### src/design/joystick_center_calibrate_and_scale_assert.svh
// Assertion macros shared by the joystick calibrate and scale RTL.
`ifndef JOYSTICK_CENTER_CALIBRATE_AND_SCALE_ASSERT_SVH
`define JOYSTICK_CENTER_CALIBRATE_AND_SCALE_ASSERT_SVH

`ifndef SYNTHESIS
// Same-cycle implication, sampled on clk, idle during reset.
`define JCCS_ASSERT_NOW(label, ante, cons) \
    label: assert property (@(posedge clk) disable iff (!rst_n) (ante) |-> (cons)) \
        else $error("jccs assertion failed");
// Next-cycle implication, sampled on clk, idle during reset.
`define JCCS_ASSERT_NEXT(label, ante, cons) \
    label: assert property (@(posedge clk) disable iff (!rst_n) (ante) |=> (cons)) \
        else $error("jccs assertion failed");
`else
`define JCCS_ASSERT_NOW(label, ante, cons)
`define JCCS_ASSERT_NEXT(label, ante, cons)
`endif

`endif

### src/design/jccs_pkg.sv
// Shared constants, types and register codes of the joystick calibrate and scale block.
`timescale 1ns / 1ps
`default_nettype none

package jccs_pkg;

    // Field and state widths
    localparam int SAMPLE_BITS = 12;
    localparam int TALLY_BITS  = 10;
    localparam int AXES        = 4;
    localparam int AXIS_BITS   = (AXES > 1) ? $clog2(AXES) : 1;
    localparam int SUM_BITS    = SAMPLE_BITS + TALLY_BITS;
    localparam int RANGE_BITS  = SAMPLE_BITS - 1;
    localparam int PCT_BITS    = 8;
    localparam int PCT_LIMIT   = 100;

    // Divider sizing: a calibration quotient has SAMPLE_BITS bits, a percent
    // quotient needs 7 bits before the clamp to 100
    localparam int CAL_STEPS  = SAMPLE_BITS;
    localparam int READ_STEPS = 7;
    localparam int NUM_BITS   = SUM_BITS;
    localparam int DEN_BITS   = (TALLY_BITS > RANGE_BITS) ? TALLY_BITS : RANGE_BITS;
    localparam int LIM_BITS   = DEN_BITS + CAL_STEPS;
    localparam int CNT_BITS   = $clog2(CAL_STEPS + 1);
    localparam int PROD_BITS  = SAMPLE_BITS + 7;

    localparam logic [SAMPLE_BITS-1:0] SAMPLE_MAX = {SAMPLE_BITS{1'b1}};

    // APB register file
    localparam int ADDR_BITS    = 3;
    localparam int DATA_BITS    = 32;
    localparam int REG_IDX_BITS = ADDR_BITS - 2;

    localparam logic [REG_IDX_BITS-1:0] REG_FULL_SCALE = 1'b0;
    localparam logic [REG_IDX_BITS-1:0] REG_CAL_COUNT  = 1'b1;

    localparam logic [SAMPLE_BITS-1:0] FULL_SCALE_RST = 12'd4095;
    localparam logic [TALLY_BITS-1:0]  CAL_COUNT_RST  = 10'd100;

    typedef logic [SAMPLE_BITS-1:0] samp_t;
    typedef logic [SUM_BITS-1:0]    sum_t;
    typedef logic [RANGE_BITS-1:0]  rng_t;
    typedef logic [PCT_BITS-1:0]    pct_t;

    typedef struct packed {
        logic [SAMPLE_BITS-1:0] full_scale;
        logic [TALLY_BITS-1:0]  cal_count;
    } cfg_t;

    typedef struct packed {
        logic                start;
        logic                cal_mode;
        logic [NUM_BITS-1:0] num;
        logic [DEN_BITS-1:0] den;
    } div_req_t;

    typedef struct packed {
        logic                 done;
        logic                 sat;
        logic [CAL_STEPS-1:0] quo;
    } div_rsp_t;

endpackage

`default_nettype wire

### src/design/jccs_if.sv
// Valid/ready channel interfaces for joystick sample beats and percent result beats.
`timescale 1ns / 1ps
`default_nettype none

interface jccs_in_if;
    logic                              valid;
    logic                              ready;
    logic                              func;
    logic [jccs_pkg::SAMPLE_BITS-1:0]  left_x_sample;
    logic [jccs_pkg::SAMPLE_BITS-1:0]  left_y_sample;
    logic [jccs_pkg::SAMPLE_BITS-1:0]  right_x_sample;
    logic [jccs_pkg::SAMPLE_BITS-1:0]  right_y_sample;

    modport source (
        output valid, func, left_x_sample, left_y_sample, right_x_sample, right_y_sample,
        input  ready
    );
    modport sink (
        input  valid, func, left_x_sample, left_y_sample, right_x_sample, right_y_sample,
        output ready
    );
endinterface

interface jccs_out_if;
    logic                                valid;
    logic                                ready;
    logic signed [jccs_pkg::PCT_BITS-1:0] left_x_pct;
    logic signed [jccs_pkg::PCT_BITS-1:0] left_y_pct;
    logic signed [jccs_pkg::PCT_BITS-1:0] right_x_pct;
    logic signed [jccs_pkg::PCT_BITS-1:0] right_y_pct;
    logic                                cal_done;

    modport source (
        output valid, left_x_pct, left_y_pct, right_x_pct, right_y_pct, cal_done,
        input  ready
    );
    modport sink (
        input  valid, left_x_pct, left_y_pct, right_x_pct, right_y_pct, cal_done,
        output ready
    );
endinterface

`default_nettype wire

### src/design/jccs_cfg.sv
// APB register file holding full scale and calibration count.
`timescale 1ns / 1ps
`default_nettype none

module jccs_cfg (
    input  wire                                clk,
    input  wire                                rst_n,
    input  wire                                psel,
    input  wire                                penable,
    input  wire                                pwrite,
    input  wire [jccs_pkg::ADDR_BITS-1:0]      paddr,
    input  wire [jccs_pkg::DATA_BITS-1:0]      pwdata,
    output logic [jccs_pkg::DATA_BITS-1:0]     prdata,
    output logic                               pready,
    output jccs_pkg::cfg_t                     cfg
);

    logic [jccs_pkg::SAMPLE_BITS-1:0]  full_scale_reg;
    logic [jccs_pkg::SAMPLE_BITS-1:0]  full_scale_next;
    logic [jccs_pkg::TALLY_BITS-1:0]   cal_count_reg;
    logic [jccs_pkg::TALLY_BITS-1:0]   cal_count_next;
    logic [jccs_pkg::REG_IDX_BITS-1:0] reg_idx;
    logic                              wr_en;

    assign reg_idx = paddr[jccs_pkg::ADDR_BITS-1:2];
    assign wr_en   = psel && penable && pwrite;
    assign pready  = 1'b1;

    // Decode the write beat
    always_comb
    begin
        full_scale_next = full_scale_reg;
        cal_count_next  = cal_count_reg;
        if (wr_en)
        begin
            unique case (reg_idx)
                jccs_pkg::REG_FULL_SCALE: full_scale_next = pwdata[jccs_pkg::SAMPLE_BITS-1:0];
                jccs_pkg::REG_CAL_COUNT:  cal_count_next  = pwdata[jccs_pkg::TALLY_BITS-1:0];
                default: ;
            endcase
        end
    end

    // Return the addressed register
    always_comb
    begin
        unique case (reg_idx)
            jccs_pkg::REG_FULL_SCALE: prdata = jccs_pkg::DATA_BITS'(full_scale_reg);
            jccs_pkg::REG_CAL_COUNT:  prdata = jccs_pkg::DATA_BITS'(cal_count_reg);
            default:                  prdata = '0;
        endcase
    end

    always_ff @(posedge clk or negedge rst_n)
    begin
        if (!rst_n)
        begin
            full_scale_reg <= jccs_pkg::FULL_SCALE_RST;
            cal_count_reg  <= jccs_pkg::CAL_COUNT_RST;
        end
        else
        begin
            full_scale_reg <= full_scale_next;
            cal_count_reg  <= cal_count_next;
        end
    end

    assign cfg.full_scale = full_scale_reg;
    assign cfg.cal_count  = cal_count_reg;

endmodule

`default_nettype wire

### src/design/jccs_div.sv
// Bit-serial restoring divider with a saturation precheck, one quotient bit per cycle.
`timescale 1ns / 1ps
`default_nettype none

module jccs_div (
    input  wire                clk,
    input  wire                rst_n,
    input  jccs_pkg::div_req_t req,
    output jccs_pkg::div_rsp_t rsp
);

    typedef enum logic [1:0] {
        D_IDLE = 2'b01,
        D_RUN  = 2'b10
    } dstate_t;

    dstate_t                            state_reg;
    dstate_t                            state_next;
    logic                               done_reg;
    logic                               done_next;
    logic                               sat_reg;
    logic                               sat_next;
    logic [jccs_pkg::NUM_BITS-1:0]      rem_reg;
    logic [jccs_pkg::NUM_BITS-1:0]      rem_next;
    logic [jccs_pkg::NUM_BITS-1:0]      dsh_reg;
    logic [jccs_pkg::NUM_BITS-1:0]      dsh_next;
    logic [jccs_pkg::CAL_STEPS-1:0]     quo_reg;
    logic [jccs_pkg::CAL_STEPS-1:0]     quo_next;
    logic [jccs_pkg::CNT_BITS-1:0]      cnt_reg;
    logic [jccs_pkg::CNT_BITS-1:0]      cnt_next;
    logic [jccs_pkg::LIM_BITS-1:0]      lim;
    logic                               over;
    logic [jccs_pkg::NUM_BITS:0]        diff;

    // Quotient would not fit in the step count: saturate without iterating
    always_comb
    begin
        if (req.cal_mode)
            lim = jccs_pkg::LIM_BITS'({req.den, {jccs_pkg::CAL_STEPS{1'b0}}});
        else
            lim = jccs_pkg::LIM_BITS'({req.den, {jccs_pkg::READ_STEPS{1'b0}}});
        over = jccs_pkg::LIM_BITS'(req.num) >= lim;
    end

    assign diff = {1'b0, rem_reg} - {1'b0, dsh_reg};

    // Advance one quotient bit per cycle
    always_comb
    begin
        state_next = state_reg;
        done_next  = 1'b0;
        sat_next   = sat_reg;
        rem_next   = rem_reg;
        dsh_next   = dsh_reg;
        quo_next   = quo_reg;
        cnt_next   = cnt_reg;
        unique case (state_reg)
            D_IDLE:
            begin
                if (req.start)
                begin
                    sat_next = over;
                    rem_next = req.num;
                    quo_next = '0;
                    if (req.cal_mode)
                    begin
                        dsh_next = jccs_pkg::NUM_BITS'(
                            {req.den, {(jccs_pkg::CAL_STEPS-1){1'b0}}});
                        cnt_next = jccs_pkg::CNT_BITS'(jccs_pkg::CAL_STEPS);
                    end
                    else
                    begin
                        dsh_next = jccs_pkg::NUM_BITS'(
                            {req.den, {(jccs_pkg::READ_STEPS-1){1'b0}}});
                        cnt_next = jccs_pkg::CNT_BITS'(jccs_pkg::READ_STEPS);
                    end
                    if (over)
                        done_next = 1'b1;
                    else
                        state_next = D_RUN;
                end
            end
            D_RUN:
            begin
                if (!diff[jccs_pkg::NUM_BITS])
                    rem_next = diff[jccs_pkg::NUM_BITS-1:0];
                quo_next = {quo_reg[jccs_pkg::CAL_STEPS-2:0], !diff[jccs_pkg::NUM_BITS]};
                dsh_next = dsh_reg >> 1;
                cnt_next = cnt_reg - jccs_pkg::CNT_BITS'(1);
                if (cnt_reg == jccs_pkg::CNT_BITS'(1))
                begin
                    done_next  = 1'b1;
                    state_next = D_IDLE;
                end
            end
            default: state_next = D_IDLE;
        endcase
    end

    always_ff @(posedge clk or negedge rst_n)
    begin
        if (!rst_n)
        begin
            state_reg <= D_IDLE;
            done_reg  <= 1'b0;
        end
        else
        begin
            state_reg <= state_next;
            done_reg  <= done_next;
        end
    end

    always_ff @(posedge clk)
    begin
        sat_reg <= sat_next;
        rem_reg <= rem_next;
        dsh_reg <= dsh_next;
        quo_reg <= quo_next;
        cnt_reg <= cnt_next;
    end

    assign rsp.done = done_reg;
    assign rsp.sat  = sat_reg;
    assign rsp.quo  = quo_reg;

endmodule

`default_nettype wire

### src/design/joystick_center_calibrate_and_scale.sv
// Top level: joystick center calibration and percent scaling over a shared serial divider.
//
//  channel  | dir | handshake       | payload
//  ---------+-----+-----------------+----------------------------------------------
//  in_ch    | in  | valid / ready   | func, left/right x/y samples
//  out_ch   | out | valid / ready   | left/right x/y percent, cal_done
//  apb      | in  | psel / penable  | full_scale (0x0), cal_count (0x4)
//
// One beat is in work at a time; the four axes share one divider that makes one quotient
// bit per cycle. A calibration beat that does not end a run skips the divider. A read beat
// takes 7 quotient bits per axis plus setup, a calibration beat that ends a run takes
// 12 quotient bits per axis. A quotient that saturates skips its bits.
// Reset clears all sums, centers, ranges and held percents; a stalled result waits in the
// output register while the next beat is already taken in.
`timescale 1ns / 1ps
`default_nettype none
`include "joystick_center_calibrate_and_scale_assert.svh"

module joystick_center_calibrate_and_scale (
    input  wire                            clk,
    input  wire                            rst_n,
    input  wire                            psel,
    input  wire                            penable,
    input  wire                            pwrite,
    input  wire [jccs_pkg::ADDR_BITS-1:0]  paddr,
    input  wire [jccs_pkg::DATA_BITS-1:0]  pwdata,
    output logic [jccs_pkg::DATA_BITS-1:0] prdata,
    output logic                           pready,
    jccs_in_if.sink                        in_ch,
    jccs_out_if.source                     out_ch
);

    typedef enum logic [4:0] {
        S_IDLE  = 5'b00001,
        S_PREP  = 5'b00010,
        S_START = 5'b00100,
        S_WAIT  = 5'b01000,
        S_DONE  = 5'b10000
    } state_t;

    jccs_pkg::cfg_t     cfg;
    jccs_pkg::div_req_t div_req;
    jccs_pkg::div_rsp_t div_rsp;

    state_t                            state_reg;
    state_t                            state_next;
    logic                              func_reg;
    logic                              func_next;
    jccs_pkg::samp_t                   sample_reg [jccs_pkg::AXES];
    jccs_pkg::samp_t                   sample_next [jccs_pkg::AXES];
    jccs_pkg::sum_t                    sum_reg [jccs_pkg::AXES];
    jccs_pkg::sum_t                    sum_next [jccs_pkg::AXES];
    jccs_pkg::samp_t                   offset_reg [jccs_pkg::AXES];
    jccs_pkg::samp_t                   offset_next [jccs_pkg::AXES];
    jccs_pkg::rng_t                    range_reg [jccs_pkg::AXES];
    jccs_pkg::rng_t                    range_next [jccs_pkg::AXES];
    jccs_pkg::pct_t                    held_reg [jccs_pkg::AXES];
    jccs_pkg::pct_t                    held_next [jccs_pkg::AXES];
    jccs_pkg::pct_t                    out_pct_reg [jccs_pkg::AXES];
    jccs_pkg::pct_t                    out_pct_next [jccs_pkg::AXES];
    logic [jccs_pkg::TALLY_BITS-1:0]   tally_reg;
    logic [jccs_pkg::TALLY_BITS-1:0]   tally_next;
    logic [jccs_pkg::AXIS_BITS-1:0]    axis_reg;
    logic [jccs_pkg::AXIS_BITS-1:0]    axis_next;
    logic                              done_reg;
    logic                              done_next;
    logic [jccs_pkg::NUM_BITS-1:0]     num_reg;
    logic [jccs_pkg::NUM_BITS-1:0]     num_next;
    logic [jccs_pkg::DEN_BITS-1:0]     den_reg;
    logic [jccs_pkg::DEN_BITS-1:0]     den_next;
    logic                              neg_reg;
    logic                              neg_next;
    logic                              zero_reg;
    logic                              zero_next;
    logic                              out_valid_reg;
    logic                              out_valid_next;
    logic                              out_done_reg;
    logic                              out_done_next;

    jccs_pkg::samp_t                   sample_in [jccs_pkg::AXES];
    logic                              in_accept;
    logic                              out_load;
    logic [jccs_pkg::TALLY_BITS-1:0]   count_eff;
    logic [jccs_pkg::TALLY_BITS:0]     tally_inc;
    jccs_pkg::samp_t                   cur_sample;
    jccs_pkg::samp_t                   cur_off;
    logic                              cur_neg;
    jccs_pkg::samp_t                   cur_mag;
    logic [jccs_pkg::PROD_BITS-1:0]    cur_prod;
    jccs_pkg::samp_t                   cal_off;
    jccs_pkg::samp_t                   cal_up;
    jccs_pkg::samp_t                   cal_rng;
    logic [jccs_pkg::READ_STEPS-1:0]   rd_q;
    jccs_pkg::pct_t                    rd_mag;
    jccs_pkg::pct_t                    rd_pct;
    logic                              last_axis;

    jccs_cfg u_cfg (
        .clk     (clk),
        .rst_n   (rst_n),
        .psel    (psel),
        .penable (penable),
        .pwrite  (pwrite),
        .paddr   (paddr),
        .pwdata  (pwdata),
        .prdata  (prdata),
        .pready  (pready),
        .cfg     (cfg)
    );

    jccs_div u_div (
        .clk   (clk),
        .rst_n (rst_n),
        .req   (div_req),
        .rsp   (div_rsp)
    );

    assign sample_in[0] = in_ch.left_x_sample;
    assign sample_in[1] = in_ch.left_y_sample;
    assign sample_in[2] = in_ch.right_x_sample;
    assign sample_in[3] = in_ch.right_y_sample;

    assign in_ch.ready = (state_reg == S_IDLE);
    assign in_accept   = in_ch.valid && in_ch.ready;

    // Load the output register once the beat is finished and the register is free
    assign out_load = (state_reg == S_DONE) && (!out_valid_reg || out_ch.ready);

    // A zero count behaves as a count of one
    assign count_eff = (cfg.cal_count == '0) ? jccs_pkg::TALLY_BITS'(1) : cfg.cal_count;
    assign tally_inc = {1'b0, tally_reg} + (jccs_pkg::TALLY_BITS + 1)'(1);
    assign last_axis = (axis_reg == jccs_pkg::AXIS_BITS'(jccs_pkg::AXES - 1));

    // Deflection of the current axis, scaled by 100 as 64 + 32 + 4
    always_comb
    begin
        cur_sample = sample_reg[axis_reg];
        cur_off    = offset_reg[axis_reg];
        cur_neg    = cur_sample < cur_off;
        cur_mag    = cur_neg ? cur_off - cur_sample : cur_sample - cur_off;
        cur_prod   = (jccs_pkg::PROD_BITS'(cur_mag) << 6)
                   + (jccs_pkg::PROD_BITS'(cur_mag) << 5)
                   + (jccs_pkg::PROD_BITS'(cur_mag) << 2);
    end

    // Turn a divider result into a center and range, or into a clamped percent
    always_comb
    begin
        cal_off = div_rsp.sat ? jccs_pkg::SAMPLE_MAX : div_rsp.quo;
        cal_up  = (cfg.full_scale > cal_off) ? cfg.full_scale - cal_off : '0;
        cal_rng = (cal_off < cal_up) ? cal_off : cal_up;
        rd_q    = div_rsp.quo[jccs_pkg::READ_STEPS-1:0];
        if (div_rsp.sat || rd_q > jccs_pkg::READ_STEPS'(jccs_pkg::PCT_LIMIT))
            rd_mag = jccs_pkg::PCT_BITS'(jccs_pkg::PCT_LIMIT);
        else
            rd_mag = jccs_pkg::PCT_BITS'(rd_q);
        rd_pct = neg_reg ? jccs_pkg::PCT_BITS'(0) - rd_mag : rd_mag;
    end

    // Divider request
    always_comb
    begin
        div_req.start    = (state_reg == S_START);
        div_req.cal_mode = !func_reg;
        div_req.num      = num_reg;
        div_req.den      = den_reg;
    end

    // Sequence one beat over the axes
    always_comb
    begin
        state_next     = state_reg;
        func_next      = func_reg;
        sample_next    = sample_reg;
        sum_next       = sum_reg;
        offset_next    = offset_reg;
        range_next     = range_reg;
        held_next      = held_reg;
        out_pct_next   = out_pct_reg;
        tally_next     = tally_reg;
        axis_next      = axis_reg;
        done_next      = done_reg;
        num_next       = num_reg;
        den_next       = den_reg;
        neg_next       = neg_reg;
        zero_next      = zero_reg;
        out_valid_next = out_valid_reg;
        out_done_next  = out_done_reg;

        // Drop the result once taken
        if (out_valid_reg && out_ch.ready)
            out_valid_next = 1'b0;

        unique case (state_reg)
            S_IDLE:
            begin
                if (in_accept)
                begin
                    func_next   = in_ch.func;
                    sample_next = sample_in;
                    axis_next   = '0;
                    done_next   = 1'b0;
                    if (!in_ch.func)
                    begin
                        for (int i = 0; i < jccs_pkg::AXES; i++)
                            sum_next[i] = sum_reg[i] + jccs_pkg::SUM_BITS'(sample_in[i]);
                        if (tally_inc >= {1'b0, count_eff})
                        begin
                            done_next  = 1'b1;
                            state_next = S_PREP;
                        end
                        else
                        begin
                            tally_next = tally_inc[jccs_pkg::TALLY_BITS-1:0];
                            state_next = S_DONE;
                        end
                    end
                    else
                    begin
                        state_next = S_PREP;
                    end
                end
            end
            S_PREP:
            begin
                if (!func_reg)
                begin
                    num_next = sum_reg[axis_reg];
                    den_next = jccs_pkg::DEN_BITS'(count_eff);
                end
                else
                begin
                    num_next = jccs_pkg::NUM_BITS'(cur_prod);
                    den_next = jccs_pkg::DEN_BITS'(range_reg[axis_reg]);
                end
                neg_next   = cur_neg;
                zero_next  = (cur_sample == cur_off);
                state_next = S_START;
            end
            S_START:
            begin
                state_next = S_WAIT;
            end
            S_WAIT:
            begin
                if (div_rsp.done)
                begin
                    if (!func_reg)
                    begin
                        offset_next[axis_reg] = cal_off;
                        range_next[axis_reg]  = cal_rng[jccs_pkg::RANGE_BITS-1:0];
                        sum_next[axis_reg]    = '0;
                        if (last_axis)
                            tally_next = '0;
                    end
                    else if (!zero_reg)
                    begin
                        held_next[axis_reg] = rd_pct;
                    end
                    if (last_axis)
                        state_next = S_DONE;
                    else
                    begin
                        axis_next  = axis_reg + jccs_pkg::AXIS_BITS'(1);
                        state_next = S_PREP;
                    end
                end
            end
            S_DONE:
            begin
                // Hold until the output register is free
                if (out_load)
                begin
                    out_pct_next   = held_reg;
                    out_done_next  = done_reg;
                    out_valid_next = 1'b1;
                    state_next     = S_IDLE;
                end
            end
            default: state_next = S_IDLE;
        endcase
    end

    always_ff @(posedge clk or negedge rst_n)
    begin
        if (!rst_n)
        begin
            state_reg     <= S_IDLE;
            tally_reg     <= '0;
            out_valid_reg <= 1'b0;
            for (int i = 0; i < jccs_pkg::AXES; i++)
            begin
                sum_reg[i]    <= '0;
                offset_reg[i] <= '0;
                range_reg[i]  <= '0;
                held_reg[i]   <= '0;
            end
        end
        else
        begin
            state_reg     <= state_next;
            tally_reg     <= tally_next;
            out_valid_reg <= out_valid_next;
            sum_reg       <= sum_next;
            offset_reg    <= offset_next;
            range_reg     <= range_next;
            held_reg      <= held_next;
        end
    end

    always_ff @(posedge clk)
    begin
        func_reg     <= func_next;
        sample_reg   <= sample_next;
        out_pct_reg  <= out_pct_next;
        axis_reg     <= axis_next;
        done_reg     <= done_next;
        num_reg      <= num_next;
        den_reg      <= den_next;
        neg_reg      <= neg_next;
        zero_reg     <= zero_next;
        out_done_reg <= out_done_next;
    end

    assign out_ch.valid       = out_valid_reg;
    assign out_ch.left_x_pct  = out_pct_reg[0];
    assign out_ch.left_y_pct  = out_pct_reg[1];
    assign out_ch.right_x_pct = out_pct_reg[2];
    assign out_ch.right_y_pct = out_pct_reg[3];
    assign out_ch.cal_done    = out_done_reg;

    // Checks on sequencing
    `JCCS_ASSERT_NEXT(a_accept_leaves_idle, in_accept, state_reg != S_IDLE)
    `JCCS_ASSERT_NOW(a_div_done_in_wait, div_rsp.done, state_reg == S_WAIT)
    `JCCS_ASSERT_NEXT(a_done_loads_output, out_load, out_valid_reg && state_reg == S_IDLE)

endmodule

`default_nettype wire

### src/flat_wrapper.sv
// flat-port wrapper written by rule: the top's interface ports become plain ports
module joystick_center_calibrate_and_scale_flat 
  (clk, rst_n, psel, penable, pwrite, paddr, pwdata, prdata, pready, in_ch_valid, in_ch_func, in_ch_left_x_sample, in_ch_left_y_sample, in_ch_right_x_sample, in_ch_right_y_sample, in_ch_ready, out_ch_valid, out_ch_left_x_pct, out_ch_left_y_pct, out_ch_right_x_pct, out_ch_right_y_pct, out_ch_cal_done, out_ch_ready);
  jccs_in_if in_ch_i ();
  jccs_out_if out_ch_i ();
  input  wire clk;
  input  wire rst_n;
  input  wire psel;
  input  wire penable;
  input  wire pwrite;
  input  wire [jccs_pkg::ADDR_BITS-1:0] paddr;
  input  wire [jccs_pkg::DATA_BITS-1:0] pwdata;
  output logic [jccs_pkg::DATA_BITS-1:0] prdata;
  output logic pready;
  input wire logic [$bits(in_ch_i.valid)-1:0] in_ch_valid;
  input wire logic [$bits(in_ch_i.func)-1:0] in_ch_func;
  input wire logic [$bits(in_ch_i.left_x_sample)-1:0] in_ch_left_x_sample;
  input wire logic [$bits(in_ch_i.left_y_sample)-1:0] in_ch_left_y_sample;
  input wire logic [$bits(in_ch_i.right_x_sample)-1:0] in_ch_right_x_sample;
  input wire logic [$bits(in_ch_i.right_y_sample)-1:0] in_ch_right_y_sample;
  output wire logic [$bits(in_ch_i.ready)-1:0] in_ch_ready;
  output wire logic [$bits(out_ch_i.valid)-1:0] out_ch_valid;
  output wire logic [$bits(out_ch_i.left_x_pct)-1:0] out_ch_left_x_pct;
  output wire logic [$bits(out_ch_i.left_y_pct)-1:0] out_ch_left_y_pct;
  output wire logic [$bits(out_ch_i.right_x_pct)-1:0] out_ch_right_x_pct;
  output wire logic [$bits(out_ch_i.right_y_pct)-1:0] out_ch_right_y_pct;
  output wire logic [$bits(out_ch_i.cal_done)-1:0] out_ch_cal_done;
  input wire logic [$bits(out_ch_i.ready)-1:0] out_ch_ready;
  assign in_ch_i.valid = in_ch_valid;
  assign in_ch_i.func = in_ch_func;
  assign in_ch_i.left_x_sample = in_ch_left_x_sample;
  assign in_ch_i.left_y_sample = in_ch_left_y_sample;
  assign in_ch_i.right_x_sample = in_ch_right_x_sample;
  assign in_ch_i.right_y_sample = in_ch_right_y_sample;
  assign in_ch_ready = in_ch_i.ready;
  assign out_ch_valid = out_ch_i.valid;
  assign out_ch_left_x_pct = out_ch_i.left_x_pct;
  assign out_ch_left_y_pct = out_ch_i.left_y_pct;
  assign out_ch_right_x_pct = out_ch_i.right_x_pct;
  assign out_ch_right_y_pct = out_ch_i.right_y_pct;
  assign out_ch_cal_done = out_ch_i.cal_done;
  assign out_ch_i.ready = out_ch_ready;
  joystick_center_calibrate_and_scale u_core (.clk(clk), .rst_n(rst_n), .psel(psel), .penable(penable), .pwrite(pwrite), .paddr(paddr), .pwdata(pwdata), .prdata(prdata), .pready(pready), .in_ch(in_ch_i), .out_ch(out_ch_i));
endmodule
### config.mk
export PLATFORM = sky130hd
export DESIGN_NAME = joystick_center_calibrate_and_scale_flat
export DESIGN_NICKNAME = d
export VERILOG_FILES = /design/src/design/jccs_pkg.sv /design/src/design/jccs_if.sv /design/src/design/jccs_cfg.sv /design/src/design/jccs_div.sv /design/src/design/joystick_center_calibrate_and_scale.sv /design/src/flat_wrapper.sv
export VERILOG_INCLUDE_DIRS = /design/src /design/src/design
export SDC_FILE = /design/constraint.sdc
export NUM_CORES = 1
export LEC_CHECK = 0
export ABC_AREA = 1
export BUFFER_PORTS_ARGS = -buffer_cell sky130_fd_sc_hd__clkbuf_2
export CAP_MARGIN = 40
export CORE_ASPECT_RATIO = 1.1
export CORE_MARGIN = 2
export CORE_UTILIZATION = 25
export CTS_CLUSTER_SIZE = 14
export DETAILED_ROUTE_END_ITERATION = 12
export GPL_ROUTABILITY_DRIVEN = 0
export PLACE_DENSITY = 0.44
export SKIP_CTS_REPAIR_TIMING = 1
export SYNTH_ARGS = -nofsm -noshare
export SYNTH_HDL_FRONTEND = slang
export SYNTH_SLANG_ARGS = --single-unit
### constraint.sdc
create_clock -name clk -period 5.4 [get_ports clk]
set_input_delay 0.54 -clock clk [delete_from_list [all_inputs] [get_ports clk]]
set_output_delay 0.54 -clock clk [all_outputs]
set_load 0.005 [all_outputs]
Yosys cells after proc, flatten, opt, wreduce, memory -nomap -nowiden --
Index checks and enable logic that the tools add are counted.
Word-level totals: word-level logic and storage cells 203, latch bits 0, bits in writable memories 0, memories kept 0, register bits after elaboration 434, bits in read-only memories 0
Operators by class: magnitude comparators 8, multipliers 0, $add $sub $neg 14, divide/modulo/power cells 0, equality and inequality tests 22, muxes and demuxes 80, shifts and indexed selects 0, bitwise operators 6, reduce and logical (&&, ||, !) cells 27
Operators by type and width (number):
- 2-to-1 mux 88 bit | 4
- case mux 88 bit (2 select lines) | 1
- 2-to-1 mux 22 bit | 7
- 2-to-1 mux 12 bit | 9
- adder 22 x 12 -> 22 bit | 4
- AND 88 bit | 1
- inverter 88 bit | 1
- case mux 22 bit (2 select lines) | 2
- 2-to-1 mux 10 bit | 8
- case mux 32 bit (2 select lines) | 1
- binary-select mux 12 bit (select 2 bit) | 2
- bitwise mux 48 bit | 1
- binary-select mux 22 bit (select 2 bit) | 1
- bitwise mux 44 bit | 1
- demux 22 bit (select 2 bit) | 1
- 2-to-1 mux 11 bit | 4
- subtractor 12 bit | 3
- bitwise mux 32 bit | 1
- 2-to-1 mux 5 bit | 6
- case mux 5 bit (5 select lines) | 1
- demux 12 bit (select 2 bit) | 1
- less-than comparator 12 bit | 2
- case mux 12 bit (2 select lines) | 1
- >= comparator 22 x 23 -> 1 bit | 1
- 49 further kinds | 93

Logic depth before layout (Yosys ltp) --
depth after elaboration 10, depth in mapped cells 33, mapped depth without buffers 30

Cells and area by module --
A second synthesis with hierarchy kept.
Second synthesis, totals: cell total of the unflattened synthesis 3348, area, all modules 26855.8 um^2
By module, submodules not included:
- joystick_center_calibrate_and_scale | area an instance 20876.3 um^2, times used 1, cells each 2561
- jccs_div | area an instance 4722.0 um^2, times used 1, cells each 628
- jccs_cfg | area an instance 1257.5 um^2, times used 1, cells each 159

Worst setup path before layout --
Ideal clock, no wire load.
path type reg-to-reg, start point register u_core.axis_reg[0] (netlist name), end point register u_core.num_reg[15] (netlist name) (data pin), arrival time 4.864 ns, slack 0.268 ns, data required time 5.132 ns, cell stages (with the launch flop) 27, clock period less this slack 5.132 ns, cell sequence edfxtp_1 clkbuf_1 clkbuf_1 clkbuf_1 nand2_1 a32oi_1 inv_1 fa_1 nand2_1 nand2_1 a21oi_2 o21ai_1 nand2_1 nand2_2 buf_6 o21a_1 xor2_1 fa_1 inv_1 ha_1 a21oi_1 o21ai_0 a21oi_1 inv_1 a31oi_1 xor2_1 o21ai_0
Between the ends: cells in the longest elaborated chain, start to end 9, elaborated cells on any way between the ends 17, those cells by class add/sub (4); order compare (1); mux (11); bitwise (1)
RTL lines:
- start: declaration | RTL line joystick_center_calibrate_and_scale.sv:63 | logic [jccs_pkg::AXIS_BITS-1:0] axis_reg;
- start signal: assignment | RTL line joystick_center_calibrate_and_scale.sv:316 | axis_reg <= axis_next;
- inverter 2 -> 3 bit (implied by the code) (*) | RTL line joystick_center_calibrate_and_scale.sv:137, joystick_center_calibrate_and_scale.sv:138, joystick_center_calibrate_and_scale.sv:228
- binary-select mux 12 bit (select 2 bit), on equally long branches | RTL line joystick_center_calibrate_and_scale.sv:137, joystick_center_calibrate_and_scale.sv:138
- 2-to-1 mux 12 bit, on equally long branches (2 in series) | RTL line joystick_center_calibrate_and_scale.sv:137, joystick_center_calibrate_and_scale.sv:138
- subtractor 12 bit / less-than comparator 12 bit (equally long branches) | RTL line joystick_center_calibrate_and_scale.sv:140, joystick_center_calibrate_and_scale.sv:139
- 2-to-1 mux 12 bit | RTL line joystick_center_calibrate_and_scale.sv:140 | cur_mag = cur_neg ? cur_off - cur_sample : cur_sample - cur_off;
- adder 18 x 17 -> 19 bit | RTL line joystick_center_calibrate_and_scale.sv:142 | + (jccs_pkg::PROD_BITS'(cur_mag) << 5)
- adder 19 x 14 -> 19 bit | RTL line joystick_center_calibrate_and_scale.sv:143 | + (jccs_pkg::PROD_BITS'(cur_mag) << 2);
- 2-to-1 mux 19 bit (*) | RTL line joystick_center_calibrate_and_scale.sv:226 | if (!func_reg)
- end signal: assignment | RTL line joystick_center_calibrate_and_scale.sv:318 | num_reg <= num_next;
- end: declaration | RTL line joystick_center_calibrate_and_scale.sv:67 | logic [jccs_pkg::NUM_BITS-1:0] num_reg;
Mark *: on every way between the ends. The rest lies on a longest branch, timed or not. The select of a mux whose other input is x is not followed. A chain may end at the register's enable or synchronous reset.

Worst setup path in the final report --
start point register u_core.axis_reg[0] (netlist name), end point register u_core.num_reg[16] (netlist name) (data pin)
The elaborated chain is that of the path after synthesis.

==> results by group <==
STA
  – RSZ-0062 raised after global routing: true
  – Clock skew: 0.05927 ns
  – Least-Margin Pin Slew: 0.8899 ns
  – Final min period: 5.054 ns
  – Final worst slack: 0.3458 ns
  – WHS: 0.08104 ns
  – Fin. Hold Viols: 0
  – Setup Viol. Count Final: 0
  – Max-slew headroom: 40.55%
  – F_max: 0.1979 GHz
  – Pins Over Slew Limit: 0
  – Tcrit/Tclk final: 93.60%
  – Setup TNS Final: 0 ns

Synth
  – YS warnings: 0
  – Ys flop type: dfrtp_1
  – Post-synth ARST share: 58.29%
  – Synth area leaders: dfrtp_1 23%, edfxtp_1 21%, nand2_1 11%, ha_1 8.2%, o21ai_0 6.2%
  – Cell accounting for the most synthesized area: dfrtp_1
  – Synthesized cell area: 26210 µm²
  – Unique masters post-synth: 58
  – Post-synth EDFFs: 181
  – Sequential fraction of the synthesis area: 44.98%
  – Average size of a mapped cell: 8.154 µm²
  – Flop and latch count out of synthesis: 434
  – Area share of the largest cell type after synthesis: 22.54%
  – Syn Inst Count: 3214

Placement
  – Dpl ws: 0.2039 ns
  – Dpl hpwl: 61730 µm
  – Number of port buffers: 115
  – Placed cells: 4679

Route
  – Via density: 4.587
  – Drt drc: 0
  – Number of DRC markers in iteration 0: 1464
  – Via count: 21980
  – WL final: 84250 µm
  – Antenna Nets Post-Route: 0
  – DR WL/cell: 17.59 µm
  – TritonRoute pass-1 iters: 5

Clocking
  – Root buffer cell: clkbuf_16
  – CTS tree: built
  – Clock transition at path regs: 0.06 ns
  – Clock Sinks: 434
  – Worst skew pair latency: 0.66 ns
  – Htree depth: 2
  – Num CTS Buffers: 55
  – Clock Path Buffers: 3

Global route
  – Total GRT Usage: 15.37%
  – First-pass GRT wire length: 128200 µm
  – Initial antenna violation count: 1
  – Number of global-route vias before repair: 21590
  – Total grt overflow: 0
  – Largest net degree at the start of global routing: 123

Floorplan
  – # rows: 124
  – Initial core utilization: 25.21%
  – Die width: 312.7 µm
  – Core area: 104000 µm²
  – Die height: 343.6 µm
  – Num ports: 159
  – DIE AREA: 107400 µm²

Worst hold path
  – Min-Delay Path Class: in2reg

Worst setup path
  – Reg-to-reg endpoint: u_core.num_reg[16]
  – Worst r2r src: u_core.axis_reg[0]
  – CP Max Fanout: 24
  – Crit start category: register
  – CP Launch Point: u_core.axis_reg[0]
  – Crit path to: u_core.num_reg[16]
  – Worst Path Required: 5.79 ns
  – Nature of the critical path endpoint: register
  – R2r setup slk: 0.35 ns
  – R2R cell count: 27
  – Crit Path Category: reg2reg
  – Critical Path AT: 5.45 ns

Layout
  – Post-Layout Cell Count: 4791
  – Fraction of layout cells with a size suffix above 1: 11.57%
  – Final nets: 3634
  – Most frequent cells in the layout: 786 x nand2_1, 359 x inv_1, 323 x o21ai_0, 241 x a21oi_1, 236 x dfrtp_1
  – Max reg flops: 88
  – Diode count: 0
  – Area Overhead vs Synth: 17.56%
  – Commonest non-fill, non-tap cell in the layout: nand2_1

Job
  – Max Cap Viol: 0

Run status
  – Status: finished clean
-- worst max-delay path: stages (launching register included) --
cell and delay (ns):
edfxtp_1 0.48, clkinv_4 0.16, buf_12 0.19, nand2_1 0.07, a32oi_2 0.10, inv_1 0.07
ha_1 0.14, inv_1 0.06, fa_1 0.42, nand2_1 0.14, nand2_1 0.10, a21oi_2 0.19
o21ai_1 0.10, nand2_1 0.09, nand2_2 0.11, buf_4 0.20, nand2_1 0.07, nand2_1 0.09
xor2_2 0.18, fa_1 0.53, inv_1 0.04, ha_1 0.36, a21oi_1 0.20, nor2_1 0.06
a211oi_1 0.18, nand3_1 0.17, nor2_1 0.17, o32ai_2 0.11
-- metal layers --
metal / routed length [µm] / share of wire (%) / vias to the layer above / GRT usage [%]
met4: 2904 / 3.4 / 0 / 5.373
met1: 39640 / 47 / 10360 / 20.81
met5: 0 / 0 / - / 0
met2: 38630 / 46 / 449 / 25.35
li1: - / - / 11050 / -
met3: 3079 / 3.7 / 120 / 1.803
-- synth_stat cells (12+ instances only) --
master,count
nand2_1,786
o21bai_1,15
o22ai_1,25
nand4_1,22
inv_1,360
nor3_1,32
nor2_1,234
a21oi_1,244
xnor2_1,24
a32oi_1,22
ha_1,171
buf_4,22
a21o_1,14
buf_2,16
dfstp_2,17
o21ai_0,324
inv_2,12
a31oi_1,31
xor2_1,39
dfrtp_1,236
edfxtp_1,181
nand3_1,147
o21ai_1,13
clkbuf_1,83
fa_1,13
or2_2,19
-- final cells by class --
type	instances	area [µm²]
repair buffers	204	1410
inverters	372	1401
clock inverters	30	332.8
fillers	11230	73140
flip-flops and latches	434	11790
multi-input cells	2292	12620
well taps	1386	1734
clock buffers	73	1525
-- worst min-delay path by stage --
stage                                 start               endpoint  slack (ns)  cells past startpoint
finish               in_ch_left_y_sample[5]  u_core.sample_reg[29]        0.08                      1
global route        in_ch_left_x_sample[11]  u_core.sample_reg[47]        0.06                      1
CTS                                   rst_n     u_core.sum_reg[74]       -0.31                      1
detailed placement                    rst_n     u_core.sum_reg[72]        0.42                      1
global placement                      rst_n     u_core.sum_reg[74]        0.41                      1
floorplan                             rst_n     u_core.held_reg[0]        0.24                      0
-- cells by family (layout without fill, tap and decap cells) --
family / after synthesis / after routing / share of synthesized area [%]
flops: 434 / 434 / 44.98
mux: 8 / 8 / 0.3056
buf+inv: 507 / 679 / 7.768
simple gates: 1281 / 1281 / 20.21
fa+ha+maj: 184 / 184 / 9.157
other cells: 2 / 21 / 0.02866
compound gates: 735 / 735 / 15.45
xor+xnor: 63 / 63 / 2.106
-- per-stage QoR --
stage | util (%) | cell area (µm²)
after floorplan | - | 26280
after global placement | 27.55 | 28640
after detailed placement | 27.61 | 28700
after CTS | 29.39 | 30550
after global routing | 29.64 | 30810
final | 29.64 | 30810
Power is not shown: default switching activity piles up to over one toggle a cycle in this logic, so the estimate is an artifact.
